**src/design/cbag_pkg.sv**
```systemverilog
package cbag_pkg;

  localparam int DEF_SCREEN_MAX = 4096;
  localparam int DEF_ADDR_BITS  = 48;

  localparam int PIXEL_BYTES = 4;
  localparam int PIXEL_SHIFT = $clog2(PIXEL_BYTES);

  localparam int SCREEN_DIM_W = 13;
  localparam int DEST_PITCH_W = 14;
  localparam int DEST_INDEX_W = 25;
  localparam int OUT_ADDR_W   = 48;
  localparam int CFG_ADDR_W   = 4;
  localparam int CFG_DATA_W   = 32;

  localparam logic [SCREEN_DIM_W-1:0] SCREEN_WIDTH_RESET  = 13'd1024;
  localparam logic [SCREEN_DIM_W-1:0] SCREEN_HEIGHT_RESET = 13'd768;
  localparam logic [DEST_PITCH_W-1:0] DEST_PITCH_RESET    = 14'd1024;

  localparam logic [1:0] REG_SCREEN_WIDTH  = 2'd0;
  localparam logic [1:0] REG_SCREEN_HEIGHT = 2'd1;
  localparam logic [1:0] REG_DEST_PITCH    = 2'd2;

  localparam logic CMD_START = 1'b0;
  localparam logic CMD_STEP  = 1'b1;

  typedef enum logic [1:0] {
    ST_STARTED  = 2'd0,
    ST_REJECTED = 2'd1,
    ST_TRANSFER = 2'd2,
    ST_IDLE     = 2'd3
  } status_t;

  typedef struct packed {
    logic [SCREEN_DIM_W-1:0] screen_width;
    logic [SCREEN_DIM_W-1:0] screen_height;
    logic [DEST_PITCH_W-1:0] dest_pitch_words;
  } cfg_t;

endpackage

```
**src/design/cbag_regs.sv**
```systemverilog
module cbag_regs
  import cbag_pkg::*;
(
  input  logic                  clk,
  input  logic                  rst,
  input  logic                  psel,
  input  logic                  penable,
  input  logic                  pwrite,
  input  logic [CFG_ADDR_W-1:0] paddr,
  input  logic [CFG_DATA_W-1:0] pwdata,
  output logic [CFG_DATA_W-1:0] prdata,
  output logic                  pready,
  output cfg_t                  cfg
);

  logic       wr_en;
  logic [1:0] reg_sel;

  assign pready  = 1'b1;
  assign reg_sel = paddr[3:2];
  assign wr_en   = psel && penable && pwrite && pready;

  always_ff @(posedge clk) begin
    if (rst) begin
      cfg.screen_width     <= SCREEN_WIDTH_RESET;
      cfg.screen_height    <= SCREEN_HEIGHT_RESET;
      cfg.dest_pitch_words <= DEST_PITCH_RESET;
    end else if (wr_en) begin
      case (reg_sel)
        REG_SCREEN_WIDTH:  cfg.screen_width     <= pwdata[SCREEN_DIM_W-1:0];
        REG_SCREEN_HEIGHT: cfg.screen_height    <= pwdata[SCREEN_DIM_W-1:0];
        REG_DEST_PITCH:    cfg.dest_pitch_words <= pwdata[DEST_PITCH_W-1:0];
        default: ;
      endcase
    end
  end

  always_comb begin
    case (reg_sel)
      REG_SCREEN_WIDTH:  prdata = CFG_DATA_W'(cfg.screen_width);
      REG_SCREEN_HEIGHT: prdata = CFG_DATA_W'(cfg.screen_height);
      REG_DEST_PITCH:    prdata = CFG_DATA_W'(cfg.dest_pitch_words);
      default:           prdata = '0;
    endcase
  end

endmodule

```
**src/design/clipped_rect_blit_address_gen.sv**
```systemverilog
// Channel   Direction  Handshake                      Contents
// s_axis    in         s_axis_tvalid / s_axis_tready  start or step request
// m_axis    out        m_axis_tvalid / m_axis_tready  status and pixel transfer
// apb       in         psel, penable, pwrite, pready  screen size, dest pitch
//
// Every request yields one result, through the input register and then the result
// register, and a new request can be taken every cycle while the result does not stall.
// The input register and the result register are the two stages; clipping,
// the origin multiply and the address adds sit between them.
// Reset clears the blit state, the stage valids and restores the register defaults.
// A stalled result holds the result register while one more request waits in
// the input register.
module clipped_rect_blit_address_gen
  import cbag_pkg::*;
#(
  parameter int SCREEN_MAX = DEF_SCREEN_MAX,
  parameter int ADDR_BITS  = DEF_ADDR_BITS
) (
  input  logic                  clk,
  input  logic                  rst,
  input  logic                  s_axis_tvalid,
  output logic                  s_axis_tready,
  // source_base[47:0], source_pitch[63:48], rect_width[79:64],
  // rect_height[95:80], origin_x[111:96], origin_y[127:112]
  input  logic [127:0]          s_axis_tdata,
  // command[0]
  input  logic [0:0]            s_axis_tuser,
  output logic                  m_axis_tvalid,
  input  logic                  m_axis_tready,
  // source_address[47:0], dest_index[72:48], zero[79:73]
  output logic [79:0]           m_axis_tdata,
  // status[1:0]
  output logic [1:0]            m_axis_tuser,
  output logic                  m_axis_tlast,
  input  logic                  psel,
  input  logic                  penable,
  input  logic                  pwrite,
  input  logic [CFG_ADDR_W-1:0] paddr,
  input  logic [CFG_DATA_W-1:0] pwdata,
  output logic [CFG_DATA_W-1:0] prdata,
  output logic                  pready
);

  localparam int DIM_W = $clog2(SCREEN_MAX + 1);
  localparam int CNT_W = $clog2(SCREEN_MAX);

  cfg_t cfg;

  cbag_regs u_regs (
    .clk     (clk),
    .rst     (rst),
    .psel    (psel),
    .penable (penable),
    .pwrite  (pwrite),
    .paddr   (paddr),
    .pwdata  (pwdata),
    .prdata  (prdata),
    .pready  (pready),
    .cfg     (cfg)
  );

  logic         in_valid;
  logic         in_cmd;
  logic [127:0] in_data;
  logic         advance;

  logic                    busy;
  logic [DIM_W-1:0]        clipped_width;
  logic [DIM_W-1:0]        clipped_height;
  logic [CNT_W-1:0]        row_count;
  logic [CNT_W-1:0]        column_count;
  logic [ADDR_BITS-1:0]    source_row_address;
  logic [15:0]             latched_pitch;
  logic [DEST_INDEX_W-1:0] dest_row_index;

  logic                    out_valid;
  status_t                 out_status;
  logic [ADDR_BITS-1:0]    out_addr;
  logic [DEST_INDEX_W-1:0] out_index;
  logic                    out_last;

  assign advance       = in_valid && (!out_valid || m_axis_tready);
  assign s_axis_tready = !in_valid || advance;

  always_ff @(posedge clk) begin
    if (rst) begin
      in_valid <= 1'b0;
    end else if (s_axis_tready) begin
      in_valid <= s_axis_tvalid;
    end
  end

  always_ff @(posedge clk) begin
    if (s_axis_tready && s_axis_tvalid) begin
      in_cmd  <= s_axis_tuser[0];
      in_data <= s_axis_tdata;
    end
  end

  logic [47:0] f_base;
  logic [15:0] f_pitch;
  logic [15:0] f_width;
  logic [15:0] f_height;
  logic [15:0] f_x;
  logic [15:0] f_y;

  assign f_base   = in_data[47:0];
  assign f_pitch  = in_data[63:48];
  assign f_width  = in_data[79:64];
  assign f_height = in_data[95:80];
  assign f_x      = in_data[111:96];
  assign f_y      = in_data[127:112];

  logic [SCREEN_DIM_W:0]            sw_ext;
  logic [SCREEN_DIM_W:0]            sh_ext;
  logic [DIM_W-1:0]                 sw;
  logic [DIM_W-1:0]                 sh;
  logic [DIM_W-1:0]                 avail_w;
  logic [DIM_W-1:0]                 avail_h;
  logic [DIM_W-1:0]                 clip_w;
  logic [DIM_W-1:0]                 clip_h;
  logic                             start_ok;
  logic [DIM_W+DEST_PITCH_W-1:0]    origin_prod;
  logic [DEST_INDEX_W-1:0]          origin_index;
  logic [DIM_W:0]                   col_plus;
  logic [DIM_W:0]                   row_plus;
  logic                             end_row;
  logic                             last_px;
  logic [ADDR_BITS-1:0]             px_addr;
  logic [DEST_INDEX_W-1:0]          px_index;

  always_comb begin
    sw_ext = {1'b0, cfg.screen_width};
    sh_ext = {1'b0, cfg.screen_height};
    sw = (sw_ext > (SCREEN_DIM_W + 1)'(SCREEN_MAX)) ? DIM_W'(SCREEN_MAX) : DIM_W'(sw_ext);
    sh = (sh_ext > (SCREEN_DIM_W + 1)'(SCREEN_MAX)) ? DIM_W'(SCREEN_MAX) : DIM_W'(sh_ext);
    avail_w = sw - f_x[DIM_W-1:0];
    avail_h = sh - f_y[DIM_W-1:0];
    clip_w = (f_width > 16'(avail_w)) ? avail_w : f_width[DIM_W-1:0];
    clip_h = (f_height > 16'(avail_h)) ? avail_h : f_height[DIM_W-1:0];
    start_ok = (f_base != '0) && (f_x < 16'(sw)) && (f_y < 16'(sh)) &&
               (clip_w != '0) && (clip_h != '0);
    origin_prod = (DIM_W + DEST_PITCH_W)'(f_y[DIM_W-1:0]) *
                  (DIM_W + DEST_PITCH_W)'(cfg.dest_pitch_words);
    origin_index = DEST_INDEX_W'(origin_prod) + DEST_INDEX_W'(f_x[DIM_W-1:0]);

    col_plus = (DIM_W + 1)'(column_count) + (DIM_W + 1)'(1);
    row_plus = (DIM_W + 1)'(row_count) + (DIM_W + 1)'(1);
    end_row  = col_plus >= (DIM_W + 1)'(clipped_width);
    last_px  = end_row && (row_plus >= (DIM_W + 1)'(clipped_height));
    px_addr  = source_row_address + (ADDR_BITS'(column_count) << PIXEL_SHIFT);
    px_index = dest_row_index + DEST_INDEX_W'(column_count);
  end

  always_ff @(posedge clk) begin
    if (rst) begin
      busy               <= 1'b0;
      clipped_width      <= '0;
      clipped_height     <= '0;
      row_count          <= '0;
      column_count       <= '0;
      source_row_address <= '0;
      latched_pitch      <= '0;
      dest_row_index     <= '0;
    end else if (advance) begin
      if (in_cmd == CMD_START) begin
        busy <= start_ok;
        if (start_ok) begin
          clipped_width      <= clip_w;
          clipped_height     <= clip_h;
          row_count          <= '0;
          column_count       <= '0;
          source_row_address <= ADDR_BITS'(f_base);
          latched_pitch      <= f_pitch;
          dest_row_index     <= origin_index;
        end
      end else if (busy) begin
        if (end_row) begin
          column_count       <= '0;
          row_count          <= CNT_W'(row_plus);
          source_row_address <= source_row_address + ADDR_BITS'(latched_pitch);
          dest_row_index     <= dest_row_index + DEST_INDEX_W'(cfg.dest_pitch_words);
          if (last_px) begin
            busy <= 1'b0;
          end
        end else begin
          column_count <= CNT_W'(col_plus);
        end
      end
    end
  end

  always_ff @(posedge clk) begin
    if (rst) begin
      out_valid <= 1'b0;
    end else if (advance) begin
      out_valid <= 1'b1;
    end else if (m_axis_tready) begin
      out_valid <= 1'b0;
    end
  end

  always_ff @(posedge clk) begin
    if (advance) begin
      out_addr  <= '0;
      out_index <= '0;
      out_last  <= 1'b0;
      if (in_cmd == CMD_START) begin
        out_status <= start_ok ? ST_STARTED : ST_REJECTED;
      end else if (!busy) begin
        out_status <= ST_IDLE;
      end else begin
        out_status <= ST_TRANSFER;
        out_addr   <= px_addr;
        out_index  <= px_index;
        out_last   <= last_px;
      end
    end
  end

  assign m_axis_tvalid = out_valid;
  assign m_axis_tuser  = out_status;
  assign m_axis_tlast  = out_last;
  assign m_axis_tdata  = {7'd0, out_index, OUT_ADDR_W'(out_addr)};

  a_busy_dims: assert property (@(posedge clk) disable iff (rst)
    busy |-> (clipped_width != '0) && (clipped_height != '0))
    else $error("busy with an empty rectangle");

  a_col_range: assert property (@(posedge clk) disable iff (rst)
    busy |-> ((DIM_W + 1)'(column_count) < (DIM_W + 1)'(clipped_width)))
    else $error("column count beyond clipped width");

  a_row_range: assert property (@(posedge clk) disable iff (rst)
    busy |-> ((DIM_W + 1)'(row_count) < (DIM_W + 1)'(clipped_height)))
    else $error("row count beyond clipped height");

  a_last_ends: assert property (@(posedge clk) disable iff (rst)
    (advance && in_cmd == CMD_STEP && busy && last_px) |=> !busy)
    else $error("blit still busy after its final transfer");

  a_quiet_fields: assert property (@(posedge clk) disable iff (rst)
    (out_valid && out_status != ST_TRANSFER) |->
      (out_addr == '0) && (out_index == '0) && !out_last)
    else $error("nonzero transfer fields outside a transfer");

endmodule

```
**config.mk**
```make
export PLATFORM = sky130hd
export DESIGN_NAME = clipped_rect_blit_address_gen
export DESIGN_NICKNAME = d
export VERILOG_FILES = /design/src/design/cbag_pkg.sv /design/src/design/cbag_regs.sv /design/src/design/clipped_rect_blit_address_gen.sv
export SDC_FILE = /design/constraint.sdc
export NUM_CORES = 1
export LEC_CHECK = 0
export ABC_AREA = 1
export BUFFER_PORTS_ARGS = -buffer_cell sky130_fd_sc_hd__buf_2
export CAP_MARGIN = 5
export CORE_UTILIZATION = 55
export CTS_BUF_LIST = sky130_fd_sc_hd__clkbuf_16
export DETAILED_ROUTE_END_ITERATION = 7
export GPL_ROUTABILITY_DRIVEN = 0
export MAX_ROUTING_LAYER = met4
export PLACE_DENSITY = 0.89
export SLEW_MARGIN = 20
export SYNTH_ARGS = -nofsm -noshare
export SYNTH_HDL_FRONTEND = slang
export SYNTH_HIERARCHICAL = 1
export SYNTH_SLANG_ARGS = --single-unit
```
**constraint.sdc**
```tcl
create_clock -name clk -period 5.55 [get_ports clk]
set_input_delay 1.11 -clock clk [delete_from_list [all_inputs] [get_ports clk]]
set_output_delay 1.11 -clock clk [all_outputs]
set_load 0.03 [all_outputs]
```
### Yosys cells after proc, flatten, opt, wreduce, memory -nomap -nowiden

Index checks and enable logic that the tools add are counted.

* word-level logic and storage cells: 97
* bits of input ports: 172
* output and inout port bits: 118
* flip-flop bits (word level): 387

* reduce and logical (&&, ||, !) cells: 26
* muxes and demuxes: 29
* multiply operators: 1
* order comparisons: 8
* equal/unequal tests: 4
* bitwise operators: 1
* $add $sub $neg: 9

Operators with widths (count)
* two-way mux 48 bit: 4
* two-way mux 25 bit: 4
* two-way mux 12 bit: 7
* two-way mux 13 bit: 4
* adder 48 x 14 -> 48 bit: 1
* adder 48 x 16 -> 48 bit: 1
* nonzero test 48 bit: 1
* case mux 14 bit (3 select lines): 1
* greater-than comparator 16 x 13 -> 1 bit: 2
* < comparator 16 x 13 -> 1 bit: 2
* adder 12 x 1 -> 13 bit, second input constant: 2
* greater-or-equal comparator 13 bit: 2
* greater-than comparator 13 bit, second input constant: 2
* nonzero test 13 bit: 2
* subtractor 13 bit: 2
* adder 25 x 12 -> 25 bit: 1
* adder 25 x 13 -> 25 bit: 1
* adder 25 x 14 -> 25 bit: 1
* multiplier 13 x 14 -> 25 bit: 1
* logical AND 1 bit: 9
* two-way mux 1 bit: 8
* AND reduction 2 bit: 4
* AND reduction 3 bit: 2
* inequality test 2 x 1 -> 1 bit, second input constant: 2
* 9 further kinds: 12

### Logic depth before layout (Yosys ltp)

* depth in word-level cells: 10
* depth in mapped cells: 37
* depth with buffers taken out: 35

### Hierarchy

The synthesis kept the hierarchy.

By module, submodules not included
* clipped_rect_blit_address_gen: instances 1, cells each 3718, area each 28048.2 sq um, seq. area each 8998.6 sq um
* cbag_regs: instances 1, cells each 318, area each 2053.2 sq um, seq. area each 800.8 sq um

### Worst setup path after synthesis

OpenSTA, ideal clock, no wires.

* path type: register to register
* start point: register in_data[115]
* end point: register dest_row_index[18]
* path slack: -0.088 ns
* arrival: 5.525 ns
* required time: 5.437 ns
* buffers on the path: 1
* library setup time: 0.113 ns
* period minus slack after synthesis: 5.638 ns
* stages on the path, launching flop included: 24
* cells stage by stage: edfxtp_1 clkbuf_1 nand2_1 fa_1 inv_1 fa_1 inv_1 fa_1 inv_1 fa_1 fa_1 fa_1 ha_1 a21oi_1 inv_1 nor2_1 o21ai_0 a21oi_1 o21bai_1 or2_2 nand3_1 o21ai_0 nor2_1 nor2_1

* cells in the longest elaborated chain, start to end: 7
* elaborated cells on any way between the ends: 14
* classes of those cells: 2 x add/sub; 1 x mul; 2 x order compare; 3 x mux; 6 x reduce/logical

RTL lines
* start, declared: RTL line clipped_rect_blit_address_gen.sv:64 `logic [127:0] in_data;`
* start signal, assigned: RTL line clipped_rect_blit_address_gen.sv:96 `in_data <= s_axis_tdata;`
* branches (longest 7 deep; another with multiplier 13 x 14 -> 25 bit)
* end signal, assigned: RTL line clipped_rect_blit_address_gen.sv:175 `dest_row_index <= origin_index;`
* end signal, assigned: RTL line clipped_rect_blit_address_gen.sv:182 `dest_row_index <= dest_row_index + DEST_INDEX_W'(cfg.dest_pitch_words);`
* end, declared: RTL line clipped_rect_blit_address_gen.sv:74 `logic [DEST_INDEX_W-1:0] dest_row_index;`

Several ways; the timed one is not identified. The select of a mux whose other input is x is not followed.
A chain may end at the register's enable or synchronous reset.

### Final worst setup path

* start point: register in_data[119]
* end point: register dest_row_index[24]

The elaborated chain is that of the path after synthesis.

==> metrics.yaml <==
synth.distinct_cells: 54
worstPathArrival_ns: 7.02
wl_per_cell_um: 18.9
placementRows: 85
drt_iter0_drc: 4029
timing.hold.ws_ns: 0.477
place_inst: 4962
dr.pass1.iters: 8
min_from: "clipped_height[7]"
layout_common_cells: "995 x nand2_1, 596 x inv_1, 457 x nor2_1"
async_flop_share: 0
grt_pass1_vias: 27200
cts_hold_buffers: 0
grt_pass1_wl_um: 138000
maxSlewViolCount: 0
die-area_um2: 55700
violations: "DRC, setup timing"
tightest_slew_ns: 1.16
vias_per_cell: 5.84
syn_inst: 4036
ys_seq_area_frac: 0.326
clock_path_buffers: 3
power.density_nw_per_um2: 217
ff2ff_setup_slack_ns: -0.97
synthFlopType: "edfxtp_1"
syn_area_um2: 30100
ys.warnings.count: 6
fin_worst_skew_ns: 0.0394
syn-mean-instance-area_um2: 7.46
worstSetupPathType: "reg2reg"
finalSetupTns_ns: -11.75
hold_class: "reg2reg"
r2r-end: "dest_row_index[24]"
synth_seq_cells: 387
grt_max_degree: 91
hold_viol: 0
min_to: "clipped_height[7]"
end_kind: "flip-flop"
start_kind: "flip-flop"
cts_buffers: 43
die_x_um: 236
path_clk_slew_ns: 0.08
grt_setup_unrepaired: "true"
num_io_pins: 290
area_growth_pct: 15.6
min_period_ns: 6.52
nets: 4891
drive_above_1_share: 0.145
grt_antenna_before_repair: 3
vias: 29600
setup_viol: 15
dp_hpwl_um: 62600
outcome: "complete, but fails checks"
min_delay_path_depth: 2
cts_tree: "done"
io_buffers: 243
layout_setup_ws_ns: -0.972
final_antenna_net_count: 0
grt_util_all_layers: 0.319
wl_um: 95800
layout_commonest_cell: "nand2_1"
start_util: 0.558
drc: 18
cts_root_buf: "clkbuf_16"
cp_max_fo: 5
ir_drop_v: 0.000317
fin_cells: 5068
htree_levels: 2
final.period_utilization: 1.18
relSlewSlack: 0.223
drv_cap: 0
grt_overflow: 0
clock.fmax_mhz: 153
required_ns: 6.05
numClockSinks: 387
reg2reg_from: "in_data[119]"
rr_worst_depth: 23
fillCellCount: 4060
synth-edff-count: 205
clk_latency_ns: 0.61
fp.dieH_um: 236
p_leak_nw: 16.9
core_area_um2: 53900
==> critical path, stage by stage, from the launching register on <==
cell	delay, ns
edfxtp_1	0.56
buf_6	0.21
buf_4	0.16
nand2_1	0.19
inv_1	0.10
fa_1	0.42
inv_1	0.29
fa_1	0.47
inv_1	0.15
fa_1	0.52
fa_1	0.60
fa_2	0.46
fa_1	0.57
ha_4	0.41
nand2_4	0.09
nor2_2	0.14
inv_1	0.10
nor4_2	0.26
nand2_1	0.14
a31o_2	0.25
nand3_1	0.09
nand2_1	0.08
nor2_1	0.09
nor2_1	0.05
==> where the power goes <==
part | switching [W] | total (W) | internal, W
clock network | 0.00126 | 0.00278 | 0.00153
logic | 0.000982 | 0.00159 | 0.000612
registers | 0.0000699 | 0.00317 | 0.00310
total | 0.00231 | 0.00755 | 0.00524
==> timing repair <==
action                                  4_1_cts  5_1_grt
pin swaps                                    17      121
gates resized for setup                      39      166
endpoints found under the setup margin       16      141
setup buffers                                 9       14
==> synthesized netlist by cell type (all sizes together) (2+ instances only) <==
master | n | area share
o21bai | 12 | 0.0030
nor2 | 481 | 0.061
nand3b | 20 | 0.0050
a31o | 2 | 0.00058
o211ai | 4 | 0.0010
and2 | 4 | 0.00083
nand2 | 1021 | 0.13
nor4 | 27 | 0.0058
or2 | 11 | 0.0023
a31oi | 11 | 0.0023
fa | 146 | 0.097
nor3b | 6 | 0.0017
mux2 | 2 | 0.00075
conb | 3 | 0.00037
buf | 83 | 0.017
nor3 | 73 | 0.012
clkbuf | 79 | 0.0099
edfxtp | 205 | 0.20
a21boi | 5 | 0.0012
a21o | 10 | 0.0025
o21ai | 189 | 0.031
o31ai | 13 | 0.0032
a21oi | 268 | 0.045
inv | 605 | 0.075
o21a | 17 | 0.0042
nand3 | 208 | 0.035
a211oi | 5 | 0.0012
nand4 | 29 | 0.0060
ha | 239 | 0.099
a311oi | 2 | 0.00058
xnor2 | 9 | 0.0026
xor2 | 56 | 0.016
dfxtp | 182 | 0.12
==> worst max-delay path by stage <==
stage	from	end	slack, ns
after global placement	in_data[115]	dest_row_index[18]	-0.16
after detailed placement	in_data[115]	dest_row_index[21]	-0.29
after CTS	in_data[115]	dest_row_index[21]	0.007
after global routing	in_data[119]	dest_row_index[20]	-1.03
final	in_data[119]	dest_row_index[24]	-0.97
after floorplan	u_regs/cfg[8]	dest_row_index[18]	0.01
==> flip-flops by register name, summed over array words and instances (netlist names), 2 cells and up <==
signal	cells
in_data	128
out_addr	48
m_axis_tuser	2
source_row_address	48
clipped_height	13
column_count	12
row_count	12
clipped_width	13
u_regs/cfg	40
out_index	25
latched_pitch	16
dest_row_index	25
==> metal layers <==
metal,wire [µm],vias up,global-route usage
met5,0,-,-
li1,-,13500,-
met4,8040,0,0.190
met1,34600,13300,0.388
met3,11600,669,0.0620
met2,41600,2152,0.492
==> cell families after synthesis <==
group                      Yosys count  synth area share
buffers and inverters              768             0.103
AOI/OAI and AO/OA                  542            0.0969
other                                3          0.000374
xor gates and xnor gates            65            0.0189
muxes                                3           0.00108
and+or+nand+nor                   1883             0.258
DFF                                387             0.326
adders and majority gates          385             0.196
==> metrics by stage <==
stage	util	area, µm²	power, W	setup slack [ns]
after floorplan	-	30200	0.00401	0.0101
after global placement	0.602	32500	0.00440	-0.165
after detailed placement	0.602	32500	0.00445	-0.287
after CTS	0.632	34100	0.00725	0.00682
after global routing	0.645	34800	0.00778	-1.03
final	0.645	34800	0.00755	-0.972
==> area by class of cell <==
type                    instances  area (µm²)  area share
diodes                          3        7.51    0.000216
well taps                     696         871      0.0250
flip-flops and latches        387        9820       0.282
repair buffers                392        2460      0.0706
multi-input cells            2904       18000       0.518
clock inverters                37         279     0.00802
inverters                     606        2280      0.0655
clock buffers                  43        1080      0.0309
Note: power is estimated with default switching activity, not from simulation.
